## src/rtl/qrs_div_cell.sv

```systemverilog
`timescale 1ns / 1ps
`default_nettype none
// One step of a restoring divider: shift in dividend bit IDX, subtract if it fits.
module qrs_div_cell #(
    parameter int NB     = 34,
    parameter int DNB    = 17,
    parameter int IDX    = 0,
    parameter int SIDE_W = 4
) (
    input  wire logic              i_clk,
    input  wire logic              i_rst_n,
    input  wire logic              i_en,
    input  wire logic              i_valid,
    input  wire logic [NB-1:0]     i_num,
    input  wire logic [DNB-1:0]    i_den,
    input  wire logic [DNB-1:0]    i_rem,
    input  wire logic [NB-1:0]     i_quo,
    input  wire logic [SIDE_W-1:0] i_side,
    output logic                   o_valid,
    output logic [NB-1:0]          o_num,
    output logic [DNB-1:0]         o_den,
    output logic [DNB-1:0]         o_rem,
    output logic [NB-1:0]          o_quo,
    output logic [SIDE_W-1:0]      o_side
);
    logic [DNB:0]   w_trial;
    logic [DNB:0]   w_diff;
    logic           w_take;
    logic [DNB-1:0] n_rem;
    logic [NB-1:0]  n_quo;

    always_comb begin
        w_trial  = {i_rem, i_num[IDX]};
        w_diff   = w_trial - {1'b0, i_den};
        w_take   = (w_trial >= {1'b0, i_den});
        n_rem    = w_take ? w_diff[DNB-1:0] : w_trial[DNB-1:0];
        n_quo    = i_quo;
        n_quo[IDX] = w_take;
    end

    always_ff @(posedge i_clk) begin
        if (!i_rst_n) begin
            o_valid <= 1'b0;
        end else if (i_en) begin
            o_valid <= i_valid;
        end
    end

    always_ff @(posedge i_clk) begin
        if (i_en) begin
            o_num  <= i_num;
            o_den  <= i_den;
            o_rem  <= n_rem;
            o_quo  <= n_quo;
            o_side <= i_side;
        end
    end
endmodule
`default_nettype wire

```

## config.mk

```make
export PLATFORM = sky130hd
export DESIGN_NAME = qrs_div_cell
export DESIGN_NICKNAME = d
export VERILOG_FILES = /design/src/rtl/qrs_div_cell.sv
export SDC_FILE = /design/constraint.sdc
export NUM_CORES = 1
export LEC_CHECK = 0
export ABC_AREA = 1
export BUFFER_PORTS_ARGS = -buffer_cell sky130_fd_sc_hd__buf_2
export CAP_MARGIN = 20
export CORE_UTILIZATION = 45
export DETAILED_ROUTE_END_ITERATION = 16
export PLACE_DENSITY = 0.75
export SETUP_SLACK_MARGIN = 0.05
export SLEW_MARGIN = 5
export SYNTH_ARGS = -nofsm -noshare
export SYNTH_HDL_FRONTEND = slang
export SYNTH_SLANG_ARGS = --single-unit
```

## constraint.sdc

```tcl
create_clock -name i_clk -period 4.7 [get_ports i_clk]
set_clock_uncertainty 0.1 [all_clocks]
set_input_delay 0.235 -clock i_clk [delete_from_list [all_inputs] [get_ports i_clk]]
set_output_delay 0.235 -clock i_clk [all_outputs]
set_load 0.01 [all_outputs]
```

# Word level (Yosys, flattened, before mapping)
# Index checks and enable logic that the tools add are counted.
[totals]
regBits = 107
in_bits = 110
[classes]
addsub = 1
order_cmp = 1
muxes = 1
[op_table]
columns = ["cell", "n"]
rows = [
  ["$ge 18x17->1", 1],
  ["$mux 17", 1],
  ["$sub 17x17->17", 1],
]

# Longest topological paths before layout
[depth]
word_depth = 2
ltp_mapped = 14
mapped_depth_nobuf = 14

# Worst setup path before layout
# No wires, ideal clock.
[synth_timing]
path_kind = "in2reg"
from = "in i_num[0]"
to = "reg o_rem[4] (data pin)"
setup_ns = 0.252
arrival_ns = 1.580
t_required_ns = 4.348
slack_ns = 2.767
path_stages = 11
path_cell_list = "inv_1 ha_1 inv_1 fa_1 nand3_1 nand3_1 nand2_2 nand2_4 buf_8 nand2_2 nand2_1"
[synth_between]
elab_chain_cells = 2
elab_cells_between_ends = 3
[synth_rtl]
columns = ["item", "line", "rtl"]
rows = [
  ["start, declared", "14", "input wire logic [NB-1:0] i_num,"],
  ["$ge 18x17->1", "35", "w_take = (w_trial >= {1'b0, i_den});"],
  ["via w_take", "28", "logic w_take;"],
  ["$mux 17", "36", "n_rem = w_take ? w_diff[DNB-1:0] : w_trial[DNB-1:0];"],
  ["via n_rem[4]", "29", "logic [DNB-1:0] n_rem;"],
  ["end signal, assigned", "53", "o_rem <= n_rem;"],
  ["end, declared", "22", "output logic [DNB-1:0] o_rem,"],
]
# The timed path passes the listed nets, and every way through them passes these cells.
# A chain may end at the register's enable or synchronous reset.

# Worst setup path in the final report
[layout_timing]
from = "in i_den[9]"
to = "reg o_rem[14] (data pin)"
[layout_between]
elab_chain_cells = 2
elab_cells_between_ends = 3
[layout_rtl]
columns = ["item", "line", "rtl"]
rows = [
  ["start, declared", "15", "input wire logic [DNB-1:0] i_den,"],
  ["$sub 17x17->17 / $ge 18x17->1 (equally long branches)", "34, 35", ""],
  ["$mux 17 (*)", "36", ""],
  ["via n_rem[14]", "29", ""],
]
# The timed path passes the listed nets; every way through them passes the cells marked *.

==> summary.md <==
| Metric | Value |
|---|---|
| Status | `completed` |
| DR WL/cell | `around 16 µm` |
| Xor/xnor cell area share of the yosys netlist | `1.30%` |
| Via count | `around 4,000` |
| Largest family of logic cells by synthesized area | `simple AND/OR/NAND/NOR gates` |
| Nets@finish | `between 800 and 900` |
| Mux cell area share after synthesis | `0%` |
| Layout cells sized above 1 | `a little over a third` |
| Pwr Density | `between 300 and 400 nW/µm²` |
| Post-synthesis area per instance | `11.4 µm²` |
| Slew of the pin with the lowest slew margin | `just under 0.8 ns` |
| Clock Latency Late Sink | `around 0.38 ns` |
| Metal1 wirelength | `5330 µm` |
| CP top delay family | `simple AND/OR/NAND/NOR gates` |
| Non-filler cells, final | `860` |
| Adder-Cell Fraction of Synth Area | `under 10%` |
| Routed met2 length | `between 7000 and 8000 µm` |
| Initial Utilization | `a little under half` |
| Setup TNS | `0 ns` |
| WL met3 | `roughly 790 µm` |
| Clock transition at path regs | `approximately 0.11 ns` |
| Port bufs | `approximately 220` |
| ANT cells | `0` |
| Post-synthesis simple-gate area fraction | `roughly 18%` |
| Placed Area | `about 6000 µm²` |
| Leak pwr | `around 3.4 nW` |
| # IOs | `~220` |
| Warnings, synthesis | `0` |
| Max Fclk | `0.357 GHz` |
| CP cell instances | `dlygate4sd3_1 -> buf_2 -> inv_1 -> ha_1 -> nand2_2 -> nor2_2 -> nand2_1 -> nor2_1 -> nor3_4 -> nand2_4 -> nand2_1 -> nand2_1` |
| RSZ-0062 raised after global routing | `false` |
| Design area | `~7000 µm²` |
| Final hold violation count | `0` |
| Setup Viol. Count Final | `0` |
| Clock sinks | `between 100 and 150` |
| CP arrival | `2.85 ns` |
| HPWL after DPL | `between 8000 and 9000 µm` |
| Highest Signal Layer | `met4` |
| DR iter-0 viols | `230` |
| DRT Pass-1 Iters | `5` |
| Most common cell after layout, fill and taps aside | `buf_2` |
| Hold Crit Class | `in -> reg` |
| DRC | `0` |
| Clock buffer depth | `2` |
| Full die area | `approximately 11,000 µm²` |
| Grt ovf | `0` |
| Root buf cell | `clkbuf_8` |
| Fin crit share | `59.6%` |
| Critical Path RT | `between 4 and 5 ns` |
| Initial antenna violation count | `0` |
| Buffers & Inverters on Critical Path | `3` |
| Max Slew Vio Count | `0` |
| Commonest cells after routing, fill and taps aside | `buf_2, nand2_1, edfxtp_1` |
| Worst vdd rail ir drop | `157 µV` |
| Netlist cell types | `25` |
| Crit Path Max Fanout | `18` |
| All-Layer GR Usage | `25.5%` |
| Vias in the first global route | `4,044` |
| Worst setup SP type | `input pin` |
| CTS Buf Count | `9` |
| Worst Setup Path Type | `in -> reg` |
| Synthesized area | `approximately 4700 µm²` |
| Critical path capture point type | `flip-flop` |
| Max-slew headroom | `a little under half` |
| Die Height | `104 µm` |
| Fin crit period | `~2.8 ns` |
| Routed vias/inst | `4.63` |
| Largest net degree at the start of global routing | `56` |
| FF+latch count, synth | `roughly 110` |
| Top cell by count, worst path | `nand2_1` |
| P&R area growth vs syn | `48.6%` |
| Die Wd | `~100 µm` |
| MaxCap Viol Count | `0` |
| Register area share after synthesis | `68.1%` |
| Slowest stage delay, CP | `around 0.61 ns` |
| Critical-path top delay cell | `nor3_4` |
| Post-synthesis compound-gate area fraction | `under 10%` |
| Gp weighted congestion | `0.894` |
| First-pass GRT wire length | `approximately 21,000 µm` |
| Fin util | `between 70% and 80%` |
| # resized after CTS | `0` |
| Drt total wl | `13,600 µm` |
| Fill count | `between 700 and 800` |
| CTS tree | `built` |
| H-tree depth | `3` |
| Antenna Violating Nets Remaining | `0` |
| Cell count after synthesis | `411` |
| # rows | `36` |
| Core area | `9950 µm²` |
| Syn nets | `539` |
| Placed insts | `between 700 and 800` |
==> synthesized netlist by cell type, drive strengths merged <==
| cell | n | area, µm² |
|---|---|---|
| o21ai | 2 | 10.0 |
| dfxtp | 1 | 20.0 |
| fa | 1 | 20.0 |
| nor2 | 12 | 52.6 |
| buf | 4 | 32.5 |
| nor3 | 4 | 31.3 |
| and2 | 1 | 6.26 |
| nand3 | 32 | 160 |
| nand3b | 1 | 7.51 |
| nand4 | 4 | 25.0 |
| a21oi | 12 | 63.8 |
| xor2 | 7 | 61.3 |
| edfxtp | 106 | 3180 |
| ha | 17 | 213 |
| inv | 69 | 259 |
| nand2 | 138 | 556 |
==> tightest hold or removal path: stages <==
cell and delay (ns):
buf_2 0.10, inv_1 0.06, a21oi_1 0.08
==> power by group <==
group / switching [W] / internal (W) / total (W)
clock: 0.000342 / 0.000201 / 0.000544
combinational: 0.000254 / 0.000200 / 0.000455
sequential: 0.0000236 / 0.00115 / 0.00117
==> sequential cells by signal, indices dropped and copies added, names as in the netlist <==
register  flops
o_valid       1
o_den        17
o_quo        34
o_rem        17
o_num        34
o_side        4
==> final timing paths <==
kind | depth (start not counted) | startpoint | slack (ns) | to
hold reg to reg | 2 | o_valid$_SDFFE_PN0P_ | 0.59 | o_valid$_SDFFE_PN0P_
setup reg to reg | 2 | o_valid$_SDFFE_PN0P_ | 3.79 | o_valid$_SDFFE_PN0P_
setup / recovery | 12 | i_den[9] | 1.90 | o_rem[14]$_DFFE_PP_
hold / removal | 3 | i_valid | 0.04 | o_valid$_SDFFE_PN0P_
==> cell type report <==
type                            count  area (µm²)  area share [%]
Timing Repair Buffer              304        1970            28.2
Sequential cell                   107        3200            45.9
Clock inverter                      7        60.1           0.860
Multi-Input combinational cell    231        1210            17.3
Clock buffer                        9         124            1.77
Inverter                           69         259            3.71
Tap cell                          133         166            2.38
==> per-stage QoR <==
step / hold WS [ns] / setup WS (ns) / total power [W]
detailed placement: 0.313 / 2.01 / 0.00158
CTS: 0.0311 / 1.88 / 0.00216
finish: 0.0425 / 1.90 / 0.00217
global placement: 0.312 / 2.04 / 0.00157
floorplan: 0.228 / 2.77 / 0.00140
global route: 0.0397 / 1.66 / 0.00226
==> per-layer routing <==
metal | GRT usage (%) | vias to the layer above
met4 | 9.18 | 0
li1 | - | 1982
met3 | 4.64 | 20
met5 | 0 | -
met1 | 28.9 | 1828
met2 | 47.7 | 154
==> logic make-up (layout without fill, tap and decap cells) <==
group           after synthesis  count (layout)
simple gates                192             192
buf+inv                      73             389
xor+xnor                      7               7
flops                       107             107
fa+ha+maj                    18              18
compound gates               14              14
==> what timing repair did <==
item | 4_1_cts | 5_1_grt
endpoints found under the hold margin | 88 | 0
setup endpoints to repair | 0 | 0
hold buffers | 88 | 0
setup buffers | 0 | 0
No activity file was read; power rests on OpenSTA's default activity.
