--- src/rtl/qrs_sqrt_cell.sv ---
`timescale 1ns / 1ps
`default_nettype none
// One digit of a restoring square root: brings in two radicand bits,
// decides one root bit.
module qrs_sqrt_cell #(
    parameter int SB     = 33,
    parameter int K      = 0,
    parameter int SIDE_W = 8
) (
    input  wire logic              i_clk,
    input  wire logic              i_rst_n,
    input  wire logic              i_en,
    input  wire logic              i_valid,
    input  wire logic [2*SB-1:0]   i_x,
    input  wire logic [SB+1:0]     i_rem,
    input  wire logic [SB-1:0]     i_root,
    input  wire logic [SIDE_W-1:0] i_side,
    output logic                   o_valid,
    output logic [2*SB-1:0]        o_x,
    output logic [SB+1:0]          o_rem,
    output logic [SB-1:0]          o_root,
    output logic [SIDE_W-1:0]      o_side
);
    logic [SB+1:0] w_shift;
    logic [SB+1:0] w_trial;
    logic          w_take;
    logic [SB+1:0] n_rem;
    logic [SB-1:0] n_root;

    always_comb begin
        w_shift = {i_rem[SB-1:0], i_x[2*K+1], i_x[2*K]};
        w_trial = {i_root, 2'b01};
        w_take  = (w_shift >= w_trial);
        n_rem   = w_take ? (w_shift - w_trial) : w_shift;
        n_root  = {i_root[SB-2:0], w_take};
    end

    always_ff @(posedge i_clk) begin
        if (!i_rst_n) begin
            o_valid <= 1'b0;
        end else if (i_en) begin
            o_valid <= i_valid;
        end
    end

    always_ff @(posedge i_clk) begin
        if (i_en) begin
            o_x    <= i_x;
            o_rem  <= n_rem;
            o_root <= n_root;
            o_side <= i_side;
        end
    end
endmodule
`default_nettype wire

--- config.mk ---
export PLATFORM = sky130hd
export DESIGN_NAME = qrs_sqrt_cell
export DESIGN_NICKNAME = d
export VERILOG_FILES = /design/src/rtl/qrs_sqrt_cell.sv
export SDC_FILE = /design/constraint.sdc
export NUM_CORES = 1
export LEC_CHECK = 0
export ABC_AREA = 0
export BUFFER_PORTS_ARGS = -buffer_cell sky130_fd_sc_hd__buf_4
export CORE_MARGIN = 5
export CORE_UTILIZATION = 30
export CTS_CLUSTER_DIAMETER = 200
export CTS_CLUSTER_SIZE = 24
export DETAILED_ROUTE_END_ITERATION = 6
export PLACE_DENSITY = 0.65
export SLEW_MARGIN = 10
export SYNTH_ARGS = -nofsm -noshare
export SYNTH_HDL_FRONTEND = slang
export SYNTH_SLANG_ARGS = --single-unit
--- constraint.sdc ---
create_clock -name i_clk -period 3.26 [get_ports i_clk]
set_input_delay 0.489 -clock i_clk [delete_from_list [all_inputs] [get_ports i_clk]]
set_output_delay 0.489 -clock i_clk [all_outputs]
set_load 0.03 [all_outputs]
## Word-level counts from Yosys, hierarchy flattened

Index checks and enable logic that the tools add are counted.

| word-level totals | value |
|---|---|
| register bits | 143 |
| input port bits | 146 |
| word-level logic and storage cells | 8 |

| operators by class | value |
|---|---|
| $add $sub $neg | 1 |
| order comparisons | 1 |
| muxes and demuxes | 1 |

Operator list:

| cell | count |
|---|---|
| $ge 35x35->1 | 1 |
| $mux 35 | 1 |
| $sub 35x35->35 | 1 |

## Longest topological paths before layout

Gate-level depths: netlist of run 1.

| logic depth | value |
|---|---|
| depth after elaboration | 2 |
| gate-level depth with buffers | 13 |

## Worst setup path after synthesis of run 1

No wires, ideal clock.

| timing | value |
|---|---|
| kind | input to register |
| start point | input port i_root[0] |
| end point | register o_rem[25], data pin |
| setup time | 261 ps |
| arrival | 2453 ps |
| data required time | 2999 ps |
| slack | 546 ps |
| stages | 10 |
| buffers on the path | 0 |
| path through | inv_1 > ha_1 > o211ai_1 > o21ai_1 > o2111ai_1 > a21oi_1 > or4b_1 > a31oi_1 > xor2_1 > o21ai_0 |

| on the way | value |
|---|---|
| longest elaborated chain between the ends | 2 |
| elaborated cells on any way between the ends | 3 |

RTL lines:

| item | line | RTL |
|---|---|---|
| start: declaration | 16 | `input wire logic [SB-1:0] i_root,` |
| $sub 35x35->35 / $ge 35x35->1 (equally long branches) | 34, 33 |  |
| $mux 35 * | 34 | `n_rem = w_take ? (w_shift - w_trial) : w_shift;` |
| via n_rem[25] | 27 | `logic [SB+1:0] n_rem;` |
| end signal: assignment | 49 | `o_rem <= n_rem;` |
| end: declaration | 20 | `output logic [SB+1:0] o_rem,` |

Mark *: on every way through the listed nets, which the timed path passes. The rest lies on a longest branch.
A chain may end at the register's enable or synchronous reset.

## Final worst setup path of run 1

| timing | value |
|---|---|
| start point | input port i_rem[0] |
| end point | register o_rem[25], data pin |

| on the way | value |
|---|---|
| longest elaborated chain between the ends | 2 |
| elaborated cells on any way between the ends | 3 |

RTL lines:

| item | line | RTL |
|---|---|---|
| start: declaration | 15 | `input wire logic [SB+1:0] i_rem,` |
| $sub 35x35->35 / $ge 35x35->1 (equally long branches) | 34, 33 |  |
| $mux 35 * | 34 |  |
| via n_rem[25] | 27 |  |

Marked as above.

==> impl_metrics.json, run 1 <==
{
  "outcome": "completed",
  "start_util": 0.3020,
  "final.min_clock_period_ns": 2.774,
  "yosysSeqAreaShare": 0.6305,
  "dieArea_mm2": 0.02576,
  "fin_tns_setup_ns": 0,
  "drv_cap": 0,
  "die_height_um": 160.5,
  "vias": 5469,
  "ys_ff_latch": 143,
  "die_w_um": 160.5,
  "slowest_stage": "or4b_1",
  "relSlewSlack": 0.5908,
  "drt_iter0_drc": 253,
  "crit_arrival_ns": 2.93,
  "p_per_area_mw_per_mm2": 556.9,
  "grt-ovfl-total": 0,
  "drive_gt1_frac": 0.4086,
  "hold_viol": 0,
  "crit_chain": "buf_4 -> ha_1 -> o211ai_1 -> o21ai_1 -> o2111ai_1 -> a21oi_1 -> or4b_1 -> a31oi_1 -> xor2_1 -> o21ai_0",
  "insertion_delay_ns": 0.42,
  "grt_pass1_wl_um": 31660,
  "h-tree-depth": 4,
  "worst_pin_slew_ns": 0.6138,
  "path_buf_inv": 1,
  "synthMuxAreaShare": 0.004603,
  "fmax_mhz": 360.5,
  "ctsResizeCount": 0,
  "grt_max_degree": 62,
  "crit_family": "compound AO/OA/AOI/OAI gates",
  "cts_setup_buffers": 0,
  "fill_cells": 2158,
  "synthesis.nets": 723,
  "dp_cells": 1134,
  "slowest_delay_ns": 0.61,
  "grt_usage": 0.1579,
  "yosys_warnings": 0,
  "crit_end": "o_rem[25]$_DFFE_PP_",
  "first_global_vias": 5599,
  "synth_top_family_by_area": "compound AO/OA/AOI/OAI gates",
  "synthAdderAreaFrac": 0.06444,
  "drv_slew": 0,
  "cts-root-buf": "clkbuf_16",
  "period_share": 0.8509,
  "crit_fanout": 5,
  "startpoint": "i_rem[0]",
  "routed_wl_um": 20880,
  "synth_flop_cell": "edfxtp_1",
  "rows": 55,
  "clkSlewWorstSetupHoldPaths_ns": 0.07,
  "synthXorXnorAreaFrac": 0.03480,
  "r2r_start": "o_valid$_SDFFE_PN0P_",
  "cts.sinks": 143,
  "cts_max_path_buffers": 2,
  "synth.avg_cell_area_um2": 12.54,
  "finalSetupViolCount": 0,
  "synthCells": 542,
  "skew_ns": 0,
  "cts_buffers": 17,
  "synth-edff-count": 142,
  "min_path_type": "primary input to register",
  "worst-path-stages": 10,
  "syn_to_final_growth_pct": 48.28,
  "postRouteAntennaNets": 0,
  "critPathRequiredTime_ns": 3.42,
  "stdcell_count": 1166,
  "drc": 0,
  "drt_pre_antenna_iters": 4,
  "leakagePower_uw": 0.004471,
  "wl_per_cell_um": 17.91,
  "synth_area_mm2": 0.006795,
  "synth.distinct_cells": 58,
  "cp-end-kind": "register",
  "place_congestion": 0.8108,
  "max-vdd-ir-drop_mv": 0.3006,
  "yosys.area_share.simple": 0.09667,
  "coreArea_mm2": 0.02250,
  "antenna_found_initial": 0,
  "hpwl_um": 16450,
  "r2r_cells": 2,
  "critPathLaunchType": "primary input",
  "r2r-end": "o_valid$_SDFFE_PN0P_",
  "ioPinCount": 289,
  "cts_tree": "done",
  "critPathKind": "primary input to register",
  "rrSetupSlack_ns": 2.67,
  "placement.io_buffers": 286,
  "antenna_cells": 0,
  "layout.nets": 1049,
  "synth-compound-area-share": 0.1311,
  "rsz0062_at_grt": "false",
  "synthArstFlopShare": 0,
  "viasPerCell": 4.690,
  "hold_buffers": 0,
  "p_total_uw": 5611
}
through the flow:
stage / setup WS [ns] / cell area, um^2 / hold slack (ns) / util
after floorplan: 0.5462 / 6795 / 0.5879 / -
after global placement: 0.09335 / 9499 / 0.4998 / 0.4221
after detailed placement: 0.08038 / 9499 / 0.5261 / 0.4221
after CTS: 0.5239 / 10080 / 0.2097 / 0.4478
after global routing: 0.2462 / 10080 / 0.2085 / 0.4478
final: 0.4861 / 10080 / 0.2383 / 0.4478
cells in the final DEF (no fill, tap or decap), types with 16 or more instances in the layout:
master     Yosys  final
buf_4          2    315
edfxtp_1     142    142
a21oi_1       47     47
inv_1         44     44
nand2_1       39     39
ha_1          35     35
nor2_1        34     34
o21ai_0       25     25
a21o_1        19     19
clkbuf_16      0     17
nand3_1       16     16
power by group:
group | total [uW] | switching [uW] | internal [uW]
Sequential | 2280 | 48.4 | 2230
Clock | 1930 | 854 | 1080
Combinational | 1400 | 827 | 572
how the worst min path moves through the flow:
stage                         start                    to  cells past startpoint
2_1_floorplan             i_root[9]  o_root[10]$_DFFE_PP_                      0
3_3_place_gp   o_valid$_SDFFE_PN0P_  o_valid$_SDFFE_PN0P_                      2
3_5_place_dp   o_valid$_SDFFE_PN0P_  o_valid$_SDFFE_PN0P_                      2
4_1_cts                     i_x[64]     o_x[64]$_DFFE_PP_                      1
5_1_grt                     i_x[24]     o_x[24]$_DFFE_PP_                      1
6_report                    i_x[25]     o_x[25]$_DFFE_PP_                      1
cell type report:
| class | instances | area (um^2) | area share |
|---|---|---|---|
| clock buffer | 18 | 429.2 | 0.04259 |
| clock inverter | 14 | 147.6 | 0.01465 |
| inverter | 45 | 168.9 | 0.01676 |
| multi-input combinational | 342 | 2253 | 0.2236 |
| sequential | 143 | 4284 | 0.4252 |
| tap | 285 | 356.6 | 0.03539 |
| timing repair buffer | 319 | 2436 | 0.2418 |
cells by family after synthesis:
| logic type | after synthesis |
|---|---|
| AO/OA/AOI/OAI | 141 |
| XOR/XNOR | 27 |
| adder cells (fa/ha/maj) | 35 |
| flip-flops | 143 |
| AND/OR/NAND/NOR | 136 |
| multiplexers | 3 |
| buffers and inverters | 57 |
flip-flops by register name, indices dropped and copies added (netlist names):
name and cells:
o_rem 35, o_root 33, o_side 8, o_valid 1, o_x 66
synthesized netlist by cell type (5+ instances only):
| master | n | area [um^2] |
|---|---|---|
| a21oi_1 | 47 | 235.2 |
| nand3_1 | 16 | 80.08 |
| nor3_1 | 11 | 55.05 |
| nand2_1 | 39 | 146.4 |
| a21boi_0 | 5 | 37.54 |
| and3_1 | 5 | 31.28 |
| ha_1 | 35 | 437.9 |
| xnor2_1 | 15 | 131.4 |
| o21ai_0 | 25 | 125.1 |
| a21o_1 | 19 | 142.6 |
| a31oi_1 | 7 | 43.79 |
| nand4_1 | 8 | 50.05 |
| o21bai_1 | 7 | 52.55 |
| edfxtp_1 | 142 | 4264 |
| inv_1 | 44 | 165.2 |
| nor2_1 | 34 | 127.6 |
| o21a_1 | 6 | 45.04 |
| xor2_1 | 12 | 105.1 |
| o31ai_1 | 5 | 37.54 |
worst register-to-register path, delay by kind of cell, from the launching register on:
kind	cells	cell delay (ns)
flip-flops	1	0.32
multiplexers	1	0.12
AND/OR/NAND/NOR	1	0.06
per-layer routing:
layer | part of all wire | track usage
met3 | 0.080 | 0.05260
met4 | 0.017 | 0.05045
met2 | 0.49 | 0.2721
met1 | 0.41 | 0.1865
met5 | 0 | 0
(Power assumes the default switching activity.)
==> run 2, diff against run 1 <==
--- a/config.mk
+++ b/config.mk
@@ -12,7 +12,8 @@
 export CTS_CLUSTER_DIAMETER = 200
 export CTS_CLUSTER_SIZE = 24
 export DETAILED_ROUTE_END_ITERATION = 6
-export PLACE_DENSITY = 0.65
+export PLACE_DENSITY_LB_ADDON = 0.08
+export SKIP_CTS_REPAIR_TIMING = 1
 export SLEW_MARGIN = 10
 export SYNTH_ARGS = -nofsm -noshare
 export SYNTH_HDL_FRONTEND = slang
==> constraint.sdc (replaced) <==
create_clock -name i_clk -period 2.72 [get_ports i_clk]
set_input_delay 0.408 -clock i_clk [delete_from_list [all_inputs] [get_ports i_clk]]
set_output_delay 0.408 -clock i_clk [all_outputs]
set_load 0.03 [all_outputs]
==> run 2 against run 1 <==
Net effect: via count rose by 3.3%; register-to-register slack lost 0.55 ns; non-clock buffer count rose by 60; sequential power grew 20%; wire length is 1.9% higher; cell count rose by 5.1%; clock power rose by 22%; global-route usage increased by 0.20 points.
==> impl_metrics.json, run 2 (same netlist as run 1, synthesis figures left out) <==
{
  "hold_viol": 0,
  "p_int_uw": 4752,
  "crit_arrival_ns": 2.76,
  "drv_slew": 0,
  "drive_gt1_frac": 0.4506,
  "relSlewSlack": 0.6525,
  "grt_pass1_wl_um": 32550,
  "final.min_clock_period_ns": 2.590,
  "critPathKind": "primary input to register",
  "crit_fanout": 4,
  "p_sw_frac": 0.3093,
  "pwr-share-seq": 0.398,
  "grt_usage": 0.1599,
  "drt_pre_antenna_iters": 4,
  "clkSlewWorstSetupHoldPaths_ns": 0.07,
  "hpwl_um": 16960,
  "finalSetupViolCount": 0,
  "coreArea_mm2": 0.02250,
  "die_w_um": 160.5,
  "vias": 5650,
  "insertion_delay_ns": 0.41,
  "first_global_vias": 5919,
  "worst_pin_slew_ns": 0.5212,
  "syn_to_final_growth_pct": 55.33,
  "leakagePower_uw": 0.004774,
  "final_area_mm2": 0.01056,
  "ioPinCount": 289,
  "setup_ws_ns": 0.1304,
  "skew_ns": 0,
  "pwr-share-clk": 0.344,
  "rows": 55,
  "place_congestion": 0.8375,
  "p_per_area_mw_per_mm2": 651.7,
  "cts_max_path_buffers": 2,
  "dp_slack_ns": -0.3473,
  "cts-root-buf": "clkbuf_16",
  "fmax_mhz": 386.2,
  "cts_tree": "done",
  "postRouteAntennaNets": 0,
  "p_total_uw": 6879,
  "drc": 0,
  "cts_buffers": 17,
  "cp-end-kind": "register",
  "die_height_um": 160.5,
  "mostFrequentLayoutCells": "buf_4 (375), edfxtp_1 (142), a21oi_1 (46)",
  "drt_iter0_drc": 292,
  "placement.io_buffers": 286,
  "cts.sinks": 143,
  "routed_wl_um": 21270,
  "largest-register": "o_x",
  "rsz0062_at_grt": "false",
  "layout.nets": 1109,
  "wl_per_cell_um": 17.35,
  "largest_reg_flops": 66,
  "final_common_cell": "buf_4",
  "grt-ovfl-total": 0,
  "grt_max_degree": 58,
  "period_share": 0.9521,
  "combPwrFrac": 0.259,
  "dieArea_mm2": 0.02576,
  "max-vdd-ir-drop_mv": 0.4087,
  "rrSetupSlack_ns": 2.12,
  "critPathRequiredTime_ns": 2.89,
  "h-tree-depth": 4,
  "switching_power_uw": 2127,
  "outcome": "completed",
  "critPathLaunchType": "primary input",
  "viasPerCell": 4.608,
  "antenna_cells": 0,
  "min_path_type": "primary input to register",
  "antenna_found_initial": 0,
  "top_regs": "o_x (66), o_rem (35), o_root (33)",
  "drv_cap": 0,
  "placed_area_mm2": 0.009950,
  "start_util": 0.3020
}
==> run 2: per-layer routing <==
metal  GRT usage  up-vias  share of wire
li1            -     2799              -
met1      0.1901     2643           0.41
met2      0.2786      190           0.49
met3     0.05081       18          0.080
met4     0.04537        0          0.013
met5           0        -              0
==> run 2: final timing paths <==
check                                           from                   end  cells past startpoint
worst min-delay path                         i_x[36]     o_x[36]$_DFFE_PP_                      1
worst max-delay path                        i_rem[0]   o_rem[25]$_DFFE_PP_                     10
worst max register to register  o_valid$_SDFFE_PN0P_  o_valid$_SDFFE_PN0P_                      2
worst min register to register  o_valid$_SDFFE_PN0P_  o_valid$_SDFFE_PN0P_                      2
==> run 2: layout make-up <==
| cell class | instances | area [um^2] |
|---|---|---|
| repair buffers | 379 | 2887 |
| clock buffers | 17 | 425.4 |
| clock inverters | 15 | 170.2 |
| well taps | 285 | 356.6 |
| inverters | 45 | 168.9 |
| fillers | 2119 | 11950 |
| multi-input cells | 342 | 2263 |
| flip-flops and latches | 143 | 4284 |
==> run 2: worst max-delay path, stage by stage <==
cell and delay [ns]:
buf_4 0.12, ha_1 0.34, o211ai_1 0.21, o21ai_2 0.10, o2111ai_1 0.29, a21oi_1 0.15
or4b_1 0.62, a31oi_1 0.24, xor2_1 0.18, o21ai_0 0.10
==> run 2: power groups by stage <==
stage | Sequential (uW) | Clock, uW | Combinational, uW
3_3_place_gp | 2780 | 0 | 1790
2_1_floorplan | 3210 | 0 | 510
3_5_place_dp | 2790 | 0 | 1790
5_1_grt | 2760 | 2530 | 1920
6_report | 2740 | 2360 | 1780
4_1_cts | 2740 | 2440 | 1800
==> run 2: per-stage QoR <==
step                      utilization  std cells  setup TNS [ns]  hold WS [ns]
after floorplan                     -        542               0        0.5069
after global placement         0.4421       1194          -6.996        0.5070
after detailed placement       0.4421       1194          -9.393        0.5373
after CTS                      0.4686       1226               0        0.1379
after global routing           0.4691       1226               0        0.1383
final                          0.4691       1226               0        0.1608
